**src/hw/rtl/mfmd_pkg.sv**
```systemverilog
// Shared types, register codes and helpers for the multiturn feedback decoder.
// No dependencies; the top level, mfmd_track and mfmd_scale refer to it by scoped names.
`timescale 1ns / 1ps

package mfmd_pkg;

   localparam int IdW      = 11;
   localparam int DlcW     = 4;
   localparam int WordW    = 16;
   localparam int TotalW   = 32;
   localparam int CsrIdxW  = 8;
   localparam int CsrDataW = 24;

   localparam logic [DlcW-1:0] DLC_FEEDBACK = 4'd8;
   localparam int FeedbackIds = 4;

   localparam logic [10:0] ID_BASE_RESET        = 11'd517;
   localparam logic [23:0] ANGLE_SCALE_RESET    = 24'd7372800;
   localparam logic [16:0] VELOCITY_SCALE_RESET = 17'd65536;
   localparam logic [14:0] CURRENT_SCALE_RESET  = 15'd3000;

   localparam int AngleShift    = 24;
   localparam int VelocityShift = 16;
   localparam int CurrentShift  = 14;

   typedef enum logic [CsrIdxW-1:0] {
      CSR_ID_BASE        = 8'd0,
      CSR_ANGLE_SCALE    = 8'd1,
      CSR_VELOCITY_SCALE = 8'd2,
      CSR_CURRENT_SCALE  = 8'd3
   } csr_index_type;

   typedef struct packed {
      logic [23:0] angle_scale;
      logic [16:0] velocity_scale;
      logic [14:0] current_scale;
   } scale_cfg_type;

   typedef struct packed {
      logic               accepted;
      logic [1:0]         motor_index;
      logic signed [15:0] turn_count;
      logic signed [15:0] position;
      logic signed [15:0] speed;
      logic signed [15:0] current;
   } track_word_type;

   // Shift right truncating toward zero, then clamp to 16-bit signed.
   function automatic logic signed [15:0] trunc_sat16(input logic signed [63:0] p,
                                                       input int shift);
      logic signed [63:0] bias;
      logic signed [63:0] q;
      bias = p[63] ? ((64'sd1 <<< shift) - 64'sd1) : 64'sd0;
      q    = (p + bias) >>> shift;
      if (q > 64'sd32767) begin
         trunc_sat16 = 16'sh7fff;
      end else if (q < -64'sd32768) begin
         trunc_sat16 = 16'sh8000;
      end else begin
         trunc_sat16 = q[15:0];
      end
   endfunction

endpackage

```
**src/hw/rtl/mfmd_if.sv**
```systemverilog
// Channel interfaces of the decoder: feedback frame in, decoded word out, CSR writes.
// Depends on nothing but the standard types.
`timescale 1ns / 1ps

interface mfmd_req_if;
   logic        valid;
   logic        ready;
   logic [10:0] frame_id;
   logic [3:0]  data_length;
   logic [15:0] position_word;
   logic [15:0] speed_word;
   logic [15:0] current_word;

   modport source(output valid, frame_id, data_length, position_word, speed_word,
                  current_word, input ready);
   modport sink(input valid, frame_id, data_length, position_word, speed_word,
                current_word, output ready);
endinterface


```
**src/hw/rtl/mfmd_track.sv**
```systemverilog
// Frame input register, identifier check and per-motor turn tracking.
// Depends on mfmd_pkg and mfmd_req_if.
`timescale 1ns / 1ps

module mfmd_track #(
   parameter int MOTORS         = 4,
   parameter int ENCODER_COUNTS = 8192
) (
   input  logic                    clock,
   input  logic                    reset,
   mfmd_req_if.sink                req_chan,
   input  logic [10:0]             id_base,
   output mfmd_pkg::track_word_type track_word,
   output logic                    track_valid,
   input  logic                    track_ready
);

   localparam int MidxW = (MOTORS > 1) ? $clog2(MOTORS) : 1;
   localparam int Half  = ENCODER_COUNTS / 2;

   logic        in_valid_ff;
   logic [10:0] id_ff;
   logic [3:0]  dlc_ff;
   logic signed [15:0] pos_ff;
   logic signed [15:0] spd_ff;
   logic signed [15:0] cur_ff;

   logic signed [15:0] prev_ff  [MOTORS];
   logic signed [15:0] turns_ff [MOTORS];

   mfmd_pkg::track_word_type word_ff;
   mfmd_pkg::track_word_type word_in;
   logic                     valid_ff;

   logic               advance;
   logic               in_ready;
   logic [10:0]        offset;
   logic               hit;
   logic [MidxW-1:0]   midx;
   logic signed [15:0] prev;
   logic signed [15:0] turns_old;
   logic signed [15:0] turns_new;
   logic signed [16:0] diff;

   assign advance        = !valid_ff || track_ready;
   assign in_ready       = !in_valid_ff || advance;
   assign req_chan.ready = in_ready;
   assign track_word     = word_ff;
   assign track_valid    = valid_ff;

   always_ff @(posedge clock) begin
      if (reset) begin
         in_valid_ff <= 1'b0;
      end else if (in_ready) begin
         in_valid_ff <= req_chan.valid;
      end
      if (in_ready && req_chan.valid) begin
         id_ff  <= req_chan.frame_id;
         dlc_ff <= req_chan.data_length;
         pos_ff <= req_chan.position_word;
         spd_ff <= req_chan.speed_word;
         cur_ff <= req_chan.current_word;
      end
   end

   always_comb begin
      offset = id_ff - id_base;
      hit    = (dlc_ff == mfmd_pkg::DLC_FEEDBACK) && (id_ff >= id_base) &&
               (offset < 11'(mfmd_pkg::FeedbackIds)) && (offset < 11'(MOTORS));
      midx      = offset[MidxW-1:0];
      prev      = prev_ff[midx];
      turns_old = turns_ff[midx];
      diff      = 17'(pos_ff) - 17'(prev);
      turns_new = turns_old;
      if (int'(diff) > Half) begin
         if (turns_old != 16'sh8000) begin
            turns_new = turns_old - 16'sd1;
         end
      end else if (int'(diff) < -Half) begin
         if (turns_old != 16'sh7fff) begin
            turns_new = turns_old + 16'sd1;
         end
      end
      word_in.accepted    = hit;
      word_in.motor_index = hit ? offset[1:0] : 2'd0;
      word_in.turn_count  = hit ? turns_new : 16'sd0;
      word_in.position    = hit ? pos_ff : 16'sd0;
      word_in.speed       = hit ? spd_ff : 16'sd0;
      word_in.current     = hit ? cur_ff : 16'sd0;
   end

   always_ff @(posedge clock) begin
      if (reset) begin
         valid_ff <= 1'b0;
         for (int i = 0; i < MOTORS; i++) begin
            prev_ff[i]  <= 16'sd0;
            turns_ff[i] <= 16'sd0;
         end
      end else if (advance) begin
         valid_ff <= in_valid_ff;
         if (in_valid_ff && hit) begin
            prev_ff[midx]  <= pos_ff;
            turns_ff[midx] <= turns_new;
         end
      end
      if (advance) begin
         word_ff <= word_in;
      end
   end

endmodule

```
**src/flat_wrapper.sv**
```systemverilog
// flat-port wrapper written by rule: the top's interface ports become plain ports
module mfmd_track_flat 
#(
   parameter int MOTORS         = 4,
   parameter int ENCODER_COUNTS = 8192
)
  (clock, reset, id_base, track_word, track_valid, track_ready, req_chan_valid, req_chan_frame_id, req_chan_data_length, req_chan_position_word, req_chan_speed_word, req_chan_current_word, req_chan_ready);
  mfmd_req_if req_chan_i ();
  input  logic clock;
  input  logic reset;
  input  logic [10:0] id_base;
  output mfmd_pkg::track_word_type track_word;
  output logic track_valid;
  input  logic track_ready;
  input wire logic [$bits(req_chan_i.valid)-1:0] req_chan_valid;
  input wire logic [$bits(req_chan_i.frame_id)-1:0] req_chan_frame_id;
  input wire logic [$bits(req_chan_i.data_length)-1:0] req_chan_data_length;
  input wire logic [$bits(req_chan_i.position_word)-1:0] req_chan_position_word;
  input wire logic [$bits(req_chan_i.speed_word)-1:0] req_chan_speed_word;
  input wire logic [$bits(req_chan_i.current_word)-1:0] req_chan_current_word;
  output wire logic [$bits(req_chan_i.ready)-1:0] req_chan_ready;
  assign req_chan_i.valid = req_chan_valid;
  assign req_chan_i.frame_id = req_chan_frame_id;
  assign req_chan_i.data_length = req_chan_data_length;
  assign req_chan_i.position_word = req_chan_position_word;
  assign req_chan_i.speed_word = req_chan_speed_word;
  assign req_chan_i.current_word = req_chan_current_word;
  assign req_chan_ready = req_chan_i.ready;
  mfmd_track #(.MOTORS(MOTORS), .ENCODER_COUNTS(ENCODER_COUNTS)) u_core (.clock(clock), .reset(reset), .req_chan(req_chan_i), .id_base(id_base), .track_word(track_word), .track_valid(track_valid), .track_ready(track_ready));
endmodule
```
**config.mk**
```make
export PLATFORM = sky130hd
export DESIGN_NAME = mfmd_track_flat
export DESIGN_NICKNAME = d
export VERILOG_FILES = /design/src/hw/rtl/mfmd_pkg.sv /design/src/hw/rtl/mfmd_if.sv /design/src/hw/rtl/mfmd_track.sv /design/src/flat_wrapper.sv
export SDC_FILE = /design/constraint.sdc
export NUM_CORES = 1
export LEC_CHECK = 0
export BUFFER_PORTS_ARGS = -buffer_cell sky130_fd_sc_hd__buf_2
export CAP_MARGIN = 25
export CORE_ASPECT_RATIO = 2
export CORE_MARGIN = 5
export CORE_UTILIZATION = 40
export CTS_CLUSTER_SIZE = 14
export DETAILED_ROUTE_END_ITERATION = 6
export PLACE_DENSITY_LB_ADDON = 0.2
export SKIP_CTS_REPAIR_TIMING = 1
export SLEW_MARGIN = 10
export SYNTH_ARGS = -nofsm -noshare
export SYNTH_HDL_FRONTEND = slang
export SYNTH_SLANG_ARGS = --single-unit
```
**constraint.sdc**
```tcl
create_clock -name clock -period 8.2 [get_ports clock]
set_clock_uncertainty 0.1 [all_clocks]
set_input_delay 1.64 -clock clock [delete_from_list [all_inputs] [get_ports clock]]
set_output_delay 1.64 -clock clock [all_outputs]
set_load 0.02 [all_outputs]
```
After elaboration in Yosys (flattened, before gate mapping)
Memories as Yosys holds them, arrays and structs flattened.
Cells that the tools add are included.
{"block": "word_totals", "reg_bits": 132, "latchBits": 0, "ramBits": 128, "mem_bits_ro": 0, "inputBits": 78, "out_inout_bits": 69, "elab_cells": 53, "mem_count": 2}
{"memory": "u_core.prev_ff", "depth": 4, "word_bits": 16, "read_ports": 1, "rd_clocked_by_memory_dff": 0, "wr": 4, "line": "mfmd_track.sv:28", "rtl": "logic signed [15:0] prev_ff [MOTORS];"}
{"memory": "u_core.turns_ff", "depth": 4, "word_bits": 16, "read_ports": 1, "rd_clocked_by_memory_dff": 0, "wr": 4, "line": "mfmd_track.sv:29", "rtl": "logic signed [15:0] turns_ff [MOTORS];"}
{"block": "classes", "n_addsub": 4, "n_mul": 0, "n_div": 0, "n_lt_le_gt_ge": 4, "n_eq_ne": 3, "n_shift": 0, "n_mux": 16, "bitwise_logic": 0, "reduce_logical": 11}
{"cell": "$mux 16", "n": 6}
{"cell": "$ne 16x16->1 const B", "n": 2}
{"cell": "$reduce_or 16->1", "n": 2}
{"cell": "$gt 17x14->1 const B", "n": 1}
{"cell": "$lt 17x13->1 const B", "n": 1}
{"cell": "$sub 16x16->17", "n": 1}
{"cell": "$add 16x2->16 const B", "n": 1}
{"cell": "$sub 16x2->16 const B", "n": 1}
{"cell": "$ge 11x11->1", "n": 1}
{"cell": "$lt 11x3->1 const B", "n": 1}
{"cell": "$sub 11x11->11", "n": 1}
{"cell": "$mux 1", "n": 8}
{"cell": "$logic_and 1x1->1", "n": 5}
{"cell": "$eq 4x4->1 const B", "n": 1}
{"cell": "$mux 2", "n": 2}
{"cell": "$logic_not 1->1", "n": 2}
{"cell": "$logic_or 1x1->1", "n": 2}

Longest topological paths before layout
Gate-level depths: netlist (run 1).
{"block": "depth", "word_depth": 11, "ltp_mapped": 21}

Worst setup path after synthesis (run 1)
Ideal clock, no wire load.
{"block": "synth_timing", "kind": "input to register", "start": "in id_base[0]", "end": "mem u_core.turns_ff[0][12] (data pin)", "setup_ns": 0.278, "arrival_time_ns": 6.426, "setup_slack_ns": 1.396, "path_stages": 20, "path_cell_list": "ha_1 > inv_1 > fa_1 > buf_2 > buf_2 > clkbuf_1 > buf_1 > mux4_2 > ha_1 > inv_1 > fa_1 > nand3_1 > a211oi_1 > o21ai_0 > and3_1 > nor4b_1 > a21o_1 > a2111oi_0 > a211oi_1 > nor3_1"}
{"item": "from (decl)", "line": "flat_wrapper.sv:11", "rtl": "input logic [10:0] id_base;"}
{"item": "to (decl)", "line": "mfmd_track.sv:29"}

==> metrics.md, run 1 <==
| Metric | Value |
|---|---|
| Outcome | `complete, no violations` |
| Largest net degree at the start of global routing | `68` |
| H-Tree Depth | `1` |
| Largest stage delay, worst path | `1050 ps` |
| Area taken by multi-input logic gates | `a little over 4000 µm²` |
| Die H | `between 200 and 300 µm` |
| Synth cell types | `73` |
| Fraction of registers with async set/reset | `0%` |
| Via/cell ratio | `approximately 5.5` |
| Sw Ratio | `around 28%` |
| Worst-margin pin slew | `1088 ps` |
| Tmin final | `roughly 7000 ps` |
| Pre-CTS setup slack | `slightly below 800 ps` |
| Delay-heaviest family, CP | `compound AO/OA/AOI/OAI gates` |
| WL final | `roughly 31000 µm` |
| Worst setup path class | `in2reg` |
| Worst-path clk slew | `60 ps` |
| # clock sinks | `260` |
| Final worst setup slack | `approximately 1200 ps` |
| HP Class | `reg2reg` |
| Root Driver | `clkbuf_16` |
| Hold Vio Cnt, Final | `0` |
| P_leak | `approximately 5.6 nW` |
| RD Place Congestion | `~0.96` |
| Area growth syn-to-layout | `15.88%` |
| Synthesized net count | `1013` |
| Prevailing post-synth register cell | `edfxtp_1` |
| Total Power | `around 3.1 mW` |
| ANT nets after route | `0` |
| RSZ-0062 raised after global routing | `no` |
| Fin area | `roughly 14000 µm²` |
| Area of the die | `between 30000 and 40000 µm²` |
| Final cell count without fillers | `between 1k and 1.5k` |
| GRT Total Usage | `about 18%` |
| Sequential share of the synthesized area | `63.69%` |
| Inserted Diodes | `0` |
| Routed vias | `slightly below 8k` |
| Most frequent cells in the layout | `edfxtp_1, buf_2, and2_1, nor2_1, nor3_1` |
| Share of post-route cells with drive strength above 1 | `a little under a quarter` |
| Fin Setup TNS | `0 ps` |
| Peak VDD IR | `0.1632 mV` |
| Endpoints failing setup | `0` |
| Fin. max-slew vios | `0` |
| Filler cells | `~2.8k` |
| First DRT Iteration DRCs | `386` |
| Drt wl/cell | `around 21 µm` |
| DR DRC count | `0` |
| Mapped Cells | `about 900` |
| Initial Util | `around two fifths` |
| Slew margin rel. | `26.46%` |
| Combinational power share | `approximately 18%` |
| Max Cap Viol | `0` |
| Int Power | `2.263 mW` |
| # IOs | `147` |
| EDFF count, synth | `around 260` |
| CTS Buffer Depth | `3` |
| Cell Area, Placed | `roughly 13000 µm²` |
| Startpoint Class | `input pin` |
| Synthesized area per cell | `~14 µm²` |
| Crit path required time | `8340 ps` |
| Fmax | `about 0.14 GHz` |
| Crit. End Element | `flip-flop` |
| Detailed Routing Iterations Pass 1 | `5` |
| Synth warn | `0` |
| Crit-path max FO | `29` |
| Vias in the first global route | `around 8.5k` |
| Initial antenna violation count | `0` |
| Register Area | `a little under 8000 µm²` |
| Clock power frac | `between 30 and 40%` |
| Count of state elements after synthesis | `260` |
| PwrDens | `about 220 nW/µm²` |
| Worst path cell trace | `buf_2 -> ha_2 -> inv_1 -> fa_2 -> mux4_2 -> ha_1 -> inv_1 -> fa_1 -> nand3_1 -> a211oi_1 -> o21ai_0 -> and3_1 -> nor4b_1 -> a21o_1 -> a2111oi_0 -> a211oi_1 -> nor3_1` |
| TritonCTS clock tree | `built` |
| TritonCTS Buffers | `25` |
| Crit-path slowest cell | `fa_2` |
| Flop pwr share | `about 49%` |
| Fin crit share | `around 85%` |
| GRT Residual Overflow | `0` |
| HPWL after DPL | `around 23000 µm` |
| Port bufs | `about 150` |
| Clk Latency, worst-skew pair | `between 500 and 600 ps` |
| Buf/Inv on CP | `3` |
| Placed Cells | `between 1k and 1.5k` |
| CP Data Arrival Time | `between 7000 and 8000 ps` |
| Core ar. | `~30000 µm²` |
| Commonest non-fill, non-tap cell in the layout | `edfxtp_1` |
| First-pass GRT wire length | `47630 µm` |
| Layout Nets | `roughly 1.2k` |
| Synthesized cell area | `12230 µm²` |
| P_sw | `863.5 µW` |
| Die width | `133.6 µm` |
| FP Rows | `90` |
flip-flops by register name, indices dropped and copies added (netlist names):
register	flops
u_core.id_ff	11
u_core.track_valid	1
u_core.pos_ff	16
u_core.spd_ff	16
u_core.turns_ff	64
u_core.prev_ff	64
u_core.in_valid_ff	1
u_core.dlc_ff	4
u_core.cur_ff	16
u_core.track_word	67
layer usage:
layer / up-vias / share of wire [%] / wire [µm] / GRT usage, %
li1: 3752 / - / - / -
met1: 3932 / 33 / 10180 / 17.26
met2: 190 / 60 / 18510 / 37.08
met3: 72 / 3.8 / 1167 / 2.678
met4: 0 / 3.6 / 1115 / 7.065
met5: - / 0 / 0 / 0
metrics by stage:
stage / util [%] / hold slack [ps]
floorplan: - / 385.6
global placement: 44.51 / 398.5
detailed placement: 44.51 / 403.3
CTS: 46.92 / 418.0
global route: 46.95 / 428.0
finish: 46.95 / 414.6
final timing paths:
check | from | slack (ps) | depth (start not counted) | endpoint
max | id_base[0] | 1220 | 17 | u_core.turns_ff[1][12]$_SDFFCE_PN0P_
min | u_core.spd_ff[10]$_DFFE_PP_ | 410 | 1 | u_core.track_word[26]$_SDFFCE_PP0P_
max reg2reg | u_core.id_ff[0]$_DFFE_PP_ | 2010 | 17 | u_core.turns_ff[1][12]$_SDFFCE_PN0P_
min reg2reg | u_core.spd_ff[10]$_DFFE_PP_ | 410 | 1 | u_core.track_word[26]$_SDFFCE_PP0P_
cells by family (layout without fill, tap and decap cells):
logic type      after synthesis  in the layout  synth area share (%)
mux                          36             36                 6.242
fa+ha+maj                    32             32                 3.397
compound gates              131            131                 7.634
buf+inv                      78            255                 2.558
flops                       260            260                 63.69
simple gates                356            356                 15.76
xor+xnor                     10             10                0.7164
area by class of cell:
cell class / count / share of cell area (%)
Sequential cell: 260 / 54.96
Multi-Input combinational cell: 565 / 29.24
Timing Repair Buffer: 166 / 6.217
Clock buffer: 32 / 4.601
Tap cell: 368 / 3.250
Inverter: 45 / 1.201
Clock inverter: 12 / 0.5298
cells in the mapped netlist, types with 19 or more instances:
| cell | count | area, µm² |
|---|---|---|
| edfxtp_1 | 258 | 7747 |
| and2_1 | 112 | 700.7 |
| nor2_1 | 69 | 259.0 |
| nor3_1 | 68 | 340.3 |
| inv_1 | 45 | 168.9 |
| mux4_2 | 32 | 720.7 |
| nand2_1 | 32 | 120.1 |
| ha_1 | 30 | 375.4 |
| a21oi_1 | 28 | 140.1 |
| clkbuf_1 | 22 | 82.58 |
| nand3_1 | 19 | 95.09 |
| o21ai_0 | 19 | 95.09 |
power by group through the flow:
stage               Sequential [mW]  Combinational [mW]  Clock (mW)
finish                         1.53               0.555        1.04
global route                   1.53               0.603        1.13
CTS                            1.53               0.557        1.08
detailed placement             1.56               0.555           0
global placement               1.56               0.553           0
floorplan                      1.57               0.364           0
(Power assumes the default switching activity.)
==> run 2: changes to the inputs <==
- PLACE_DENSITY_LB_ADDON: 0.2 -> unset
==> run 2 against run 1 <==
  * Cell count fell by 0.41%
  * Power is 1.5% lower
  * Routed wire length decreased by 3.3%
  * Sequential share of layout area up 0.16 points
  * Flip-flop and latch count unchanged
  * Die area did not move
  * Global-route usage is 0.47 points lower
  * Highest routed layer unchanged
  * Critical path depth unchanged
  * Via count decreased by 0.81%
  * Sequential power barely moved
  * Worst setup slack better by 58 ps
  * Register-to-register slack improved by 60 ps
  * Largest cell class unchanged
==> metrics.md, run 2 (same netlist as run 1, synthesis figures left out) <==
| Metric | Value |
|---|---|
| Outcome | `complete, no violations (unchanged)` |
| Share of post-route cells with drive strength above 1 | `23.09% (was 23.06%)` |
| GRT Total Usage | `17.54% (was 18.01%)` |
| P_leak | `5.545 nW (was 5.551 nW)` |
| Fin crit share | `84.36% (was 85.07%)` |
| CTS Buffer Depth | `3 (unchanged)` |
| Drt wl/cell | `20.78 µm (was 21.39 µm)` |
| Final worst setup slack | `1283 ps (was 1225 ps)` |
| Crit. End Element | `flip-flop (unchanged)` |
| Total Power | `3.080 mW (was 3.126 mW)` |
| ANT nets after route | `0 (unchanged)` |
| Endpoints failing setup | `0 (unchanged)` |
| Die width | `133.6 µm (unchanged)` |
| Clk Latency, worst-skew pair | `530 ps (about the same)` |
| Via/cell ratio | `5.466 (was 5.488)` |
| Detailed Routing Iterations Pass 1 | `4 (was 5)` |
| Hold Vio Cnt, Final | `0 (unchanged)` |
| WL final | `29970 µm (was 30970 µm)` |
| Metal3 WL | `1348 µm (was 1167 µm)` |
| TritonCTS clock tree | `built (unchanged)` |
| Root Driver | `clkbuf_16 (unchanged)` |
| Inserted Diodes | `0 (unchanged)` |
| GRT Residual Overflow | `0 (unchanged)` |
| Crit-path slowest cell | `fa_2 (unchanged)` |
| Largest stage delay, worst path | `1110 ps (was 1050 ps)` |
| Final Core Density | `46.82% (was 46.95%)` |
| Peak VDD IR | `0.1824 mV (was 0.1632 mV)` |
| Uppermost routed layer | `met4 (unchanged)` |
| CP Data Arrival Time | `7060 ps (was 7120 ps)` |
| FP Rows | `90 (unchanged)` |
| Area growth syn-to-layout | `15.56% (was 15.88%)` |
| HPWL after DPL | `21720 µm (was 22580 µm)` |
| Worst-margin pin slew | `1027 ps (was 1088 ps)` |
| PwrDens | `218.0 nW/µm² (was 220.6 nW/µm²)` |
| Fmax | `0.1446 GHz (was 0.1434 GHz)` |
| Commonest non-fill, non-tap cell in the layout | `edfxtp_1 (unchanged)` |
| Fin Setup TNS | `0 ps (unchanged)` |
| Buf/Inv on CP | `3 (unchanged)` |
| Worst path cell trace | `buf_2 -> ha_2 -> inv_1 -> fa_2 -> mux4_2 -> ha_1 -> inv_1 -> fa_1 -> nand3_1 -> a211oi_1 -> o21ai_0 -> and3_1 -> nor4b_1 -> a21o_1 -> a2111oi_0 -> a211oi_1 -> nor3_1 (unchanged)` |
| # IOs | `147 (unchanged)` |
| H-Tree Depth | `1 (unchanged)` |
| Met1 Wirelength | `10060 µm (was 10180 µm)` |
| Delay-heaviest family, CP | `compound AO/OA/AOI/OAI gates (unchanged)` |
| Pre-CTS setup slack | `802.9 ps (was 795.8 ps)` |
| TritonCTS Buffers | `24 (was 25)` |
| Worst setup path class | `in2reg (unchanged)` |
| Port bufs | `146 (unchanged)` |
| Slew margin rel. | `30.58% (was 26.46%)` |
| Layout Nets | `1172 (was 1173)` |
| Filler cells | `2774 (was 2801)` |
| Most frequent cells in the layout | `edfxtp_1, buf_2, and2_1, nor2_1, nor3_1 (unchanged)` |
| RD Place Congestion | `0.9183 (was 0.9641)` |
| Initial Util | `40.51% (unchanged)` |
| Crit-path max FO | `31 (was 29)` |
| Worst-path clk slew | `60 ps (about the same)` |
| Max Cap Viol | `0 (unchanged)` |
| Area of the die | `34380 µm² (unchanged)` |
| RSZ-0062 raised after global routing | `no (unchanged)` |
| HP Class | `reg2reg (unchanged)` |
| Vias in the first global route | `8523 (was 8476)` |
| Met2 wire len | `17330 µm (was 18510 µm)` |
| Die H | `257.3 µm (unchanged)` |
| Max FFs per register | `67 (unchanged)` |
| First DRT Iteration DRCs | `415 (was 386)` |
| First-pass GRT wire length | `46830 µm (was 47630 µm)` |
| Largest net degree at the start of global routing | `68 (unchanged)` |
| Fin. max-slew vios | `0 (unchanged)` |
| Routed vias | `7882 (was 7946)` |
| Initial antenna violation count | `0 (unchanged)` |
| Core ar. | `30180 µm² (unchanged)` |
| Tmin final | `6917 ps (was 6975 ps)` |
| DR DRC count | `0 (unchanged)` |
| # clock sinks | `260 (unchanged)` |
| Startpoint Class | `input pin (unchanged)` |
| Crit path required time | `8340 ps (about the same)` |
-- run 2: changes by cell type in the layout (fill, tap and decap cells not counted), moves of 2 or more --
cell        previous run  this run
clkbuf_1               7         3
clkinvlp_4             3         1
clkinv_1               6         4
clkinv_2               2         5
-- run 2: layer usage --
layer | vias up | global-route usage [%]
li1 | 3756 | -
met1 | 3829 | 17.58
met2 | 225 | 34.83
met3 | 72 | 2.404
met4 | 0 | 8.038
met5 | - | 0
-- run 2: worst reg2reg max path: cells and delay by family (launching register included) --
family,cells,cell delay [ps]
simple gates,4,1310
mux,1,450
fa+ha+maj,4,1690
compound gates,5,1770
flops,1,360
buf+inv,3,190
-- run 2: final timing paths --
kind	start	end	slack, ps	cells after the start
worst min-delay path	u_core.cur_ff[2]$_DFFE_PP_	u_core.track_word[2]$_SDFFCE_PP0P_	420	1
worst min register to register	u_core.cur_ff[2]$_DFFE_PP_	u_core.track_word[2]$_SDFFCE_PP0P_	420	1
worst max-delay path	id_base[0]	u_core.turns_ff[1][12]$_SDFFCE_PN0P_	1280	17
worst max register to register	u_core.id_ff[0]$_DFFE_PP_	u_core.turns_ff[1][12]$_SDFFCE_PN0P_	2070	17
-- run 2: layout make-up --
class	count	area (µm²)	area share, %
inverter	45	170.2	1.204
clock buffer	27	611.8	4.330
sequential	260	7787	55.12
timing repair buffer	166	893.4	6.323
tap	368	460.4	3.259
clock inverter	11	67.56	0.4782
multi-input combinational	565	4138	29.29
-- run 2: where the power goes --
group / internal (mW) / switching (mW) / total [mW]
registers: 1.51 / 0.0178 / 1.53
logic: 0.191 / 0.360 / 0.551
clock network: 0.534 / 0.468 / 1.00
total: 2.23 / 0.846 / 3.08
-- run 2: stage by stage --
stage / hold WS, ps / cells / instance area (µm²)
global route: 430.8 / 1442 / 14130
floorplan: 385.6 / 903 / 12230
CTS: 413.8 / 1441 / 14110
global placement: 398.3 / 1403 / 13430
finish: 417.2 / 1442 / 14130
detailed placement: 401.4 / 1403 / 13430
